$ cat src/hdl/assert_macros.svh
// assertion helpers included by the top design file
`ifndef ASSERT_MACROS_SVH
`define ASSERT_MACROS_SVH

// checked on every rising edge, quiet while reset is held
`define PLC_ASSERT(label, prop, msg) \
    label: assert property (@(posedge clk) disable iff (!rst_n) (prop)) else $error(msg);

// checked on every rising edge, reset included
`define PLC_ASSERT_ALWAYS(label, prop, msg) \
    label: assert property (@(posedge clk) (prop)) else $error(msg);

`endif

$ cat src/hdl/plc_pkg.sv
package plc_pkg;

    localparam int NUM_CH = 4;
    localparam int ADDR_W = 5;
    localparam int DATA_W = 64;
    localparam int QUEUE_DEPTH = 4;
    localparam int QUEUE_PTR_W = 2;
    localparam int QUEUE_CNT_W = 3;
    localparam int QBITS = 8;

    localparam logic [1:0] REG_PTS_LO = 2'd0;
    localparam logic [1:0] REG_PTS_HI = 2'd1;
    localparam logic [1:0] REG_COUNT = 2'd2;
    localparam logic [1:0] REG_MASK = 2'd3;

    // one channel reduced to q = (y1*dx - dy*t) / dx
    typedef struct packed {
        logic [7:0] y1;
        logic [7:0] dx;
        logic signed [8:0] dy;
        logic [7:0] t;
    } chan_t;

    typedef chan_t [NUM_CH-1:0] pix_t;

    typedef struct packed {
        logic full;
        logic empty;
        logic [QUEUE_CNT_W-1:0] count;
    } queue_status_t;

endpackage

$ cat src/hdl/rgba_piecewise_linear_curve_top.sv
// an accepted item passes through the queue, then the multiply stage and 8 divide steps, to its result
// the queue write happens at the accepting edge itself
// throughput: one item per clock while out_stall is low; set by the one-bit-per-stage pipelined divider
// a 4-entry queue parts the classifying front from the arithmetic back
// rst_n is asynchronous, active low: clears the queue, the pipeline valids and config registers
// no clearing pass is needed after reset; input is stalled while reset is held
`include "assert_macros.svh"

module rgba_piecewise_linear_curve_top #(
    parameter int MAX_POINTS = 8
) (
    input  logic                       clk,
    input  logic                       rst_n,
    // pixel input channel
    input  logic                       in_valid,
    output logic                       in_stall,
    input  logic [7:0]                 red_in,
    input  logic [7:0]                 green_in,
    input  logic [7:0]                 blue_in,
    input  logic [7:0]                 alpha_in,
    // pixel output channel
    output logic                       out_valid,
    input  logic                       out_stall,
    output logic [7:0]                 red_out,
    output logic [7:0]                 green_out,
    output logic [7:0]                 blue_out,
    output logic [7:0]                 alpha_out,
    // register port
    input  logic                       psel,
    input  logic                       penable,
    input  logic                       pwrite,
    input  logic [plc_pkg::ADDR_W-1:0] paddr,
    input  logic [plc_pkg::DATA_W-1:0] pwdata,
    output logic [plc_pkg::DATA_W-1:0] prdata,
    output logic                       pready
);
    import plc_pkg::*;

    // configuration registers
    logic [63:0] pts_lo_reg;
    logic [63:0] pts_hi_reg;
    logic [3:0]  count_reg;
    logic [3:0]  mask_reg;
    logic        wr_en;
    logic [1:0]  reg_sel;

    logic [7:0]    pix_in  [NUM_CH];
    logic [7:0]    pix_out [NUM_CH];
    pix_t          pix_cls;
    pix_t          head;
    queue_status_t q_status;
    logic          push;
    logic          pop;
    logic          take;

    // register access: 8-byte spacing, every write completes in its access phase
    assign pready  = 1'b1;
    assign reg_sel = paddr[4:3];
    assign wr_en   = psel && penable && pwrite && pready;

    always_ff @(posedge clk or negedge rst_n)
    begin
        if (!rst_n)
        begin
            pts_lo_reg <= '0;
            pts_hi_reg <= '0;
            count_reg  <= '0;
            mask_reg   <= '0;
        end
        else if (wr_en)
        begin
            case (reg_sel)
                REG_PTS_LO: pts_lo_reg <= pwdata;
                REG_PTS_HI: pts_hi_reg <= pwdata;
                REG_COUNT:  count_reg  <= pwdata[3:0];
                REG_MASK:   mask_reg   <= pwdata[3:0];
                default:    ;
            endcase
        end
    end

    always_comb
    begin
        case (reg_sel)
            REG_PTS_LO: prdata = pts_lo_reg;
            REG_PTS_HI: prdata = pts_hi_reg;
            REG_COUNT:  prdata = DATA_W'(count_reg);
            REG_MASK:   prdata = DATA_W'(mask_reg);
            default:    prdata = '0;
        endcase
    end

    // front: pick the segment for each channel as the item arrives
    assign pix_in[0] = red_in;
    assign pix_in[1] = green_in;
    assign pix_in[2] = blue_in;
    assign pix_in[3] = alpha_in;

    plc_front #(
        .MAX_POINTS(MAX_POINTS)
    ) u_front (
        .pts_lo      (pts_lo_reg),
        .pts_hi      (pts_hi_reg),
        .point_count (count_reg),
        .channel_mask(mask_reg),
        .pix_in      (pix_in),
        .pix_cls     (pix_cls)
    );

    // queue: input stalls when all entries are taken or reset is held
    assign in_stall = q_status.full || !rst_n;
    assign push     = in_valid && !q_status.full;
    assign pop      = take && !q_status.empty;

    plc_queue u_queue (
        .clk      (clk),
        .rst_n    (rst_n),
        .push     (push),
        .push_data(pix_cls),
        .pop      (pop),
        .head     (head),
        .status   (q_status)
    );

    // back: multiply then restoring division, one quotient bit per stage
    plc_back u_back (
        .clk       (clk),
        .rst_n     (rst_n),
        .head_valid(!q_status.empty),
        .head      (head),
        .take      (take),
        .res_valid (out_valid),
        .res_stall (out_stall),
        .res       (pix_out)
    );

    assign red_out   = pix_out[0];
    assign green_out = pix_out[1];
    assign blue_out  = pix_out[2];
    assign alpha_out = pix_out[3];

    // queue bookkeeping stays consistent
    `PLC_ASSERT(a_queue_bound, q_status.count <= QUEUE_CNT_W'(QUEUE_DEPTH), "queue overfilled")
    `PLC_ASSERT(a_queue_flags, !(q_status.full && q_status.empty), "queue full and empty")
    // a stalled result keeps the queue from being read
    `PLC_ASSERT(a_pop_pipe, (out_valid && out_stall) |-> !pop, "queue read while back is stalled")
    // count rises by one on a push without a pop
    `PLC_ASSERT(a_count_step, (push && !pop) |=> (q_status.count == $past(q_status.count) + 1'b1), "queue count slip")

endmodule

$ cat src/hdl/plc_front.sv
module plc_front #(
    parameter int MAX_POINTS = 8
) (
    input  logic [63:0]       pts_lo,
    input  logic [63:0]       pts_hi,
    input  logic [3:0]        point_count,
    input  logic [3:0]        channel_mask,
    input  logic [7:0]        pix_in [plc_pkg::NUM_CH],
    output plc_pkg::pix_t     pix_cls
);
    import plc_pkg::*;

    localparam logic [3:0] MAX_N = 4'(MAX_POINTS);

    logic [127:0] pts_all;
    logic [3:0]   n_used;
    logic [7:0]   px [MAX_POINTS];
    logic [7:0]   py [MAX_POINTS];

    assign pts_all = {pts_hi, pts_lo};
    assign n_used  = (point_count > MAX_N) ? MAX_N : point_count;

    genvar k;
    generate
        for (k = 0; k < MAX_POINTS; k++)
        begin : g_pt
            assign px[k] = pts_all[16*k +: 8];
            assign py[k] = pts_all[16*k+8 +: 8];
        end
    endgenerate

    // per channel: first matching segment wins, so scan from the top down
    always_comb
    begin
        for (int c = 0; c < NUM_CH; c++)
        begin
            pix_cls[c].dx = 8'd1;
            pix_cls[c].dy = 9'sd0;
            pix_cls[c].t  = 8'd0;
            pix_cls[c].y1 = channel_mask[c] ? 8'd0 : pix_in[c];
            if (channel_mask[c])
            begin
                for (int i = MAX_POINTS - 1; i >= 1; i--)
                begin
                    if ((4'(i) < n_used) && (pix_in[c] > px[i-1]) && (pix_in[c] <= px[i]))
                    begin
                        pix_cls[c].y1 = py[i];
                        pix_cls[c].dx = px[i] - px[i-1];
                        pix_cls[c].dy = $signed({1'b0, py[i]}) - $signed({1'b0, py[i-1]});
                        pix_cls[c].t  = px[i] - pix_in[c];
                    end
                end
            end
        end
    end

endmodule

$ cat src/hdl/plc_queue.sv
module plc_queue (
    input  logic                   clk,
    input  logic                   rst_n,
    input  logic                   push,
    input  plc_pkg::pix_t          push_data,
    input  logic                   pop,
    output plc_pkg::pix_t          head,
    output plc_pkg::queue_status_t status
);
    import plc_pkg::*;

    pix_t                   mem [QUEUE_DEPTH];
    logic [QUEUE_PTR_W-1:0] wr_ptr_reg, wr_ptr_next;
    logic [QUEUE_PTR_W-1:0] rd_ptr_reg, rd_ptr_next;
    logic [QUEUE_CNT_W-1:0] count_reg, count_next;

    always_ff @(posedge clk)
    begin
        if (push)
        begin
            mem[wr_ptr_reg] <= push_data;
        end
    end

    always_comb
    begin
        wr_ptr_next = push ? wr_ptr_reg + 1'b1 : wr_ptr_reg;
        rd_ptr_next = pop ? rd_ptr_reg + 1'b1 : rd_ptr_reg;
        count_next  = count_reg + QUEUE_CNT_W'(push) - QUEUE_CNT_W'(pop);
    end

    always_ff @(posedge clk or negedge rst_n)
    begin
        if (!rst_n)
        begin
            wr_ptr_reg <= '0;
            rd_ptr_reg <= '0;
            count_reg  <= '0;
        end
        else
        begin
            wr_ptr_reg <= wr_ptr_next;
            rd_ptr_reg <= rd_ptr_next;
            count_reg  <= count_next;
        end
    end

    assign head         = mem[rd_ptr_reg];
    assign status.full  = (count_reg == QUEUE_CNT_W'(QUEUE_DEPTH));
    assign status.empty = (count_reg == '0);
    assign status.count = count_reg;

endmodule

$ cat src/hdl/plc_back.sv
module plc_back (
    input  logic          clk,
    input  logic          rst_n,
    input  logic          head_valid,
    input  plc_pkg::pix_t head,
    output logic          take,
    output logic          res_valid,
    input  logic          res_stall,
    output logic [7:0]    res [plc_pkg::NUM_CH]
);
    import plc_pkg::*;

    // stage 0 holds the numerator, stages 1..QBITS one quotient bit each
    logic                vld_reg  [QBITS+1];
    logic [15:0]         rem_reg  [QBITS+1][NUM_CH];
    logic [7:0]          dx_reg   [QBITS+1][NUM_CH];
    logic [QBITS-1:0]    quo_reg  [QBITS+1][NUM_CH];
    logic                adv;

    assign adv  = !vld_reg[QBITS] || !res_stall;
    assign take = adv;

    always_ff @(posedge clk or negedge rst_n)
    begin
        if (!rst_n)
        begin
            for (int s = 0; s <= QBITS; s++)
            begin
                vld_reg[s] <= 1'b0;
            end
        end
        else if (adv)
        begin
            vld_reg[0] <= head_valid;
            for (int s = 1; s <= QBITS; s++)
            begin
                vld_reg[s] <= vld_reg[s-1];
            end
        end
    end

    always_ff @(posedge clk)
    begin
        if (adv)
        begin
            for (int c = 0; c < NUM_CH; c++)
            begin
                logic signed [18:0] num;
                num = 19'($signed({1'b0, head[c].y1}) * $signed({1'b0, head[c].dx}))
                    - 19'(head[c].dy * $signed({1'b0, head[c].t}));
                rem_reg[0][c] <= num[15:0];
                dx_reg[0][c]  <= head[c].dx;
                quo_reg[0][c] <= '0;
            end
            for (int s = 1; s <= QBITS; s++)
            begin
                for (int c = 0; c < NUM_CH; c++)
                begin
                    logic [15:0] dsh;
                    dsh = 16'(dx_reg[s-1][c]) << (QBITS - s);
                    dx_reg[s][c] <= dx_reg[s-1][c];
                    if (rem_reg[s-1][c] >= dsh)
                    begin
                        rem_reg[s][c] <= rem_reg[s-1][c] - dsh;
                        quo_reg[s][c] <= quo_reg[s-1][c] | (QBITS'(1) << (QBITS - s));
                    end
                    else
                    begin
                        rem_reg[s][c] <= rem_reg[s-1][c];
                        quo_reg[s][c] <= quo_reg[s-1][c];
                    end
                end
            end
        end
    end

    assign res_valid = vld_reg[QBITS];

    genvar g;
    generate
        for (g = 0; g < NUM_CH; g++)
        begin : g_res
            assign res[g] = quo_reg[QBITS][g];
        end
    endgenerate

endmodule
$ cat config.mk
export PLATFORM = sky130hd
export DESIGN_NAME = rgba_piecewise_linear_curve_top
export DESIGN_NICKNAME = d
export VERILOG_FILES = /design/src/hdl/plc_pkg.sv /design/src/hdl/rgba_piecewise_linear_curve_top.sv /design/src/hdl/plc_front.sv /design/src/hdl/plc_queue.sv /design/src/hdl/plc_back.sv
export VERILOG_INCLUDE_DIRS = /design/src /design/src/hdl
export SDC_FILE = /design/constraint.sdc
export NUM_CORES = 2
export LEC_CHECK = 0
export BUFFER_PORTS_ARGS = -buffer_cell sky130_fd_sc_hd__buf_2
export CAP_MARGIN = 20
export CORE_MARGIN = 4
export CORE_UTILIZATION = 58
export CTS_CLUSTER_DIAMETER = 100
export DETAILED_ROUTE_END_ITERATION = 12
export PLACE_DENSITY = 0.73
export SLEW_MARGIN = 5
export SYNTH_ARGS = -nofsm -noshare
export SYNTH_HDL_FRONTEND = slang
export SYNTH_HIERARCHICAL = 1
export SYNTH_SLANG_ARGS = --single-unit
export TNS_END_PERCENT = 20
$ cat constraint.sdc
create_clock -name clk -period 49.1 [get_ports clk]
set_input_delay 9.82 -clock clk [delete_from_list [all_inputs] [get_ports clk]]
set_output_delay 9.82 -clock clk [all_outputs]
set_load 0.03 [all_outputs]
==> reports/metrics.cfg <==
[floorplanning]
boundaryPins=207
die_area_mm2=0.200
num_rows=161
core_area_mm2=0.192
start_util_pct=58.2
die_w_um=447
die_height_um=447

[cts]
htree_levels=4
cts_buffer_depth=3
clk_latency_ps=830
cts-root-buf=clkbuf_16
numCtsBuffers=166
hold_buffers=0
cts.sinks=1592
cts_tree=done
cts_setup_buffers=0
clk_pin_slew_worst_paths_ps=60
cts_resized=0

[layout]
final_nets=11700
fillers=14600
multi_input_area_mm2=0.0591
largest_reg_flops=528
area_growth_pct=9.15
final_common_cell=edfxtp_1
drive_above_1_share_pct=10.9
layout_common_cells=edfxtp_1, inv_1, ha_1, fa_1, nand2_1
register_area_mm2=0.0471

[synth]
synth_edf_count=1440
yosysTopAreaCell=edfxtp_1
post_synth.cell_area_avg_um2=11.3
synth-seq-cells=1592
synth_top_area_share_pct=38.6
synthCells=9902
synth_cell_types=117
synth-seq-area-share_pct=42.0
syn-num-nets=11400
synth_async_sr_flop_share_pct=9.55
yosys_warnings=6
syn-cell-area_mm2=0.112
synthTopCellsByArea=edfxtp_1, fa_1, ha_1
dominantRegCellSynth=edfxtp_1

[worst_hold_path]
holdCritStartpoint=u_back/quo_reg[4][30]$_DFFE_PP_
hp-class=reg2reg

[global_route]
gr-total-overflow=0
grt_max_degree=147
met3_usage_pct=5.98
grt_usage_pct=33.1
use_met2_pct=53.3
grt_pass1_vias=81300
grt_use_met1_pct=40.6
grt-busiest-layer=met2
antenna_found_initial=24
grt_pass1_wl_um=497000

[routing]
wire_per_inst_um=25.8
viasPerCell=6.28
first_pass_iters=6
num_vias=81000
wirelength_um=333000
drc=0
drt_iter0_drc=7604
ant_nets=0

[sta]
fin_tns_setup_ps=0
max_freq_mhz=45.5
setup_violations=0
relSlewSlack_pct=16.5
finalCriticalPeriod_ps=22000
worst_slew_pin_slew_ps=1240
rsz0062_at_grt=no
skew_ps=62.5
maxSlewViolCount=0
fin_crit_sh_pct=44.8
hold_viol=0

[run]
maxCapViolCount=0

[placement]
dp_hpwl_um=251000
port_buffers=202
place_congestion=1.04

[worst_setup_path]
required_ps=39280
worstPathMaxFanout=36
path_class=in2out
arrival_ps=12180
endpoint_kind=output pin
crit_path_start=paddr[3]
r2r_start=u_queue/rd_ptr_reg[0]$_DFFE_PN0P_
cp-start-kind=input port

[status]
status=finished, final reports clean

## per-layer routing
metal | up-vias | part of all wire, %
li1 | 36300 | -
met1 | 39700 | 38
met2 | 3870 | 46
met3 | 1096 | 7.8
met4 | 0 | 8.3
met5 | - | 0
## area by class of cell
cell class,count,share of cell area [%]
inverter,1289,3.97
clock inverter,108,1.06
clock buffer,197,3.54
multi-input combinational,6774,48.3
tap,2526,2.58
timing repair buffer,392,2.02
antenna,22,0.0450
sequential,1592,38.5
## stage by stage
step | std cells | utilization [%] | hold WS [ps] | cell area (µm²) | worst slack [ps]
after global placement | 12600 | 60.6 | 401 | 117000 | 27290
final | 12900 | 63.6 | 407 | 122000 | 27100
after global routing | 12900 | 63.5 | 419 | 122000 | 27040
after floorplan | 9902 | - | 400 | 112000 | 11450
after CTS | 12900 | 63.5 | 408 | 122000 | 27280
after detailed placement | 12600 | 60.6 | 405 | 117000 | 27290
## logic make-up after synthesis
family          after synthesis  synth area share (%)
simple gates               2240                  10.1
mux                         467                  6.14
fa+ha+maj                  1402                  19.3
compound gates             2141                  13.0
other cells                   1               0.00335
xor+xnor                    523                  4.09
buf+inv                    1536                  5.42
flops                      1592                  42.0
## critical path: stages
cell,delay (ps)
buf_4,520
buf_4,700
mux2i_1,160
nor2_1,580
buf_2,320
## cells in the mapped netlist (all sizes together), types with 38 or more instances
master	instances
xor2	216
mux2i	113
a221oi	78
nor4	54
nand4	78
a211oi	96
nand2	541
nand2b	53
nor2b	128
o21bai	44
o31a	42
dfrtp	152
or3	45
fa	543
nand3	101
o21ai	425
a21oi	515
nor3	178
xnor2	307
and2	396
buf	119
ha	859
o22ai	54
mux4	136
o211ai	101
a21o	189
clkbuf	128
o31ai	47
edfxtp	1440
inv	1289
o221ai	42
a21boi	38
o21a	137
mux2	218
a31oi	43
nor2	529
## final timing paths
path / endpoint / slack (ps) / cells past startpoint
min reg2reg: u_back/quo_reg[5][30]$_DFFE_PP_ / 410 / 0
min in group asynchronous: pts_hi_reg[5]$_DFFE_PN0P_ / 8880 / 1
max reg2reg: u_back/rem_reg[0][47]$_DFFE_PP_ / 40760 / 19
max in group asynchronous: u_queue/rd_ptr_reg[0]$_DFFE_PN0P_ / 38550 / 3
max: prdata[42] / 27100 / 5
min: u_back/quo_reg[5][30]$_DFFE_PP_ / 410 / 0
Power is not shown: default switching activity piles up to over one toggle a cycle in this logic, so the estimate is an artifact.
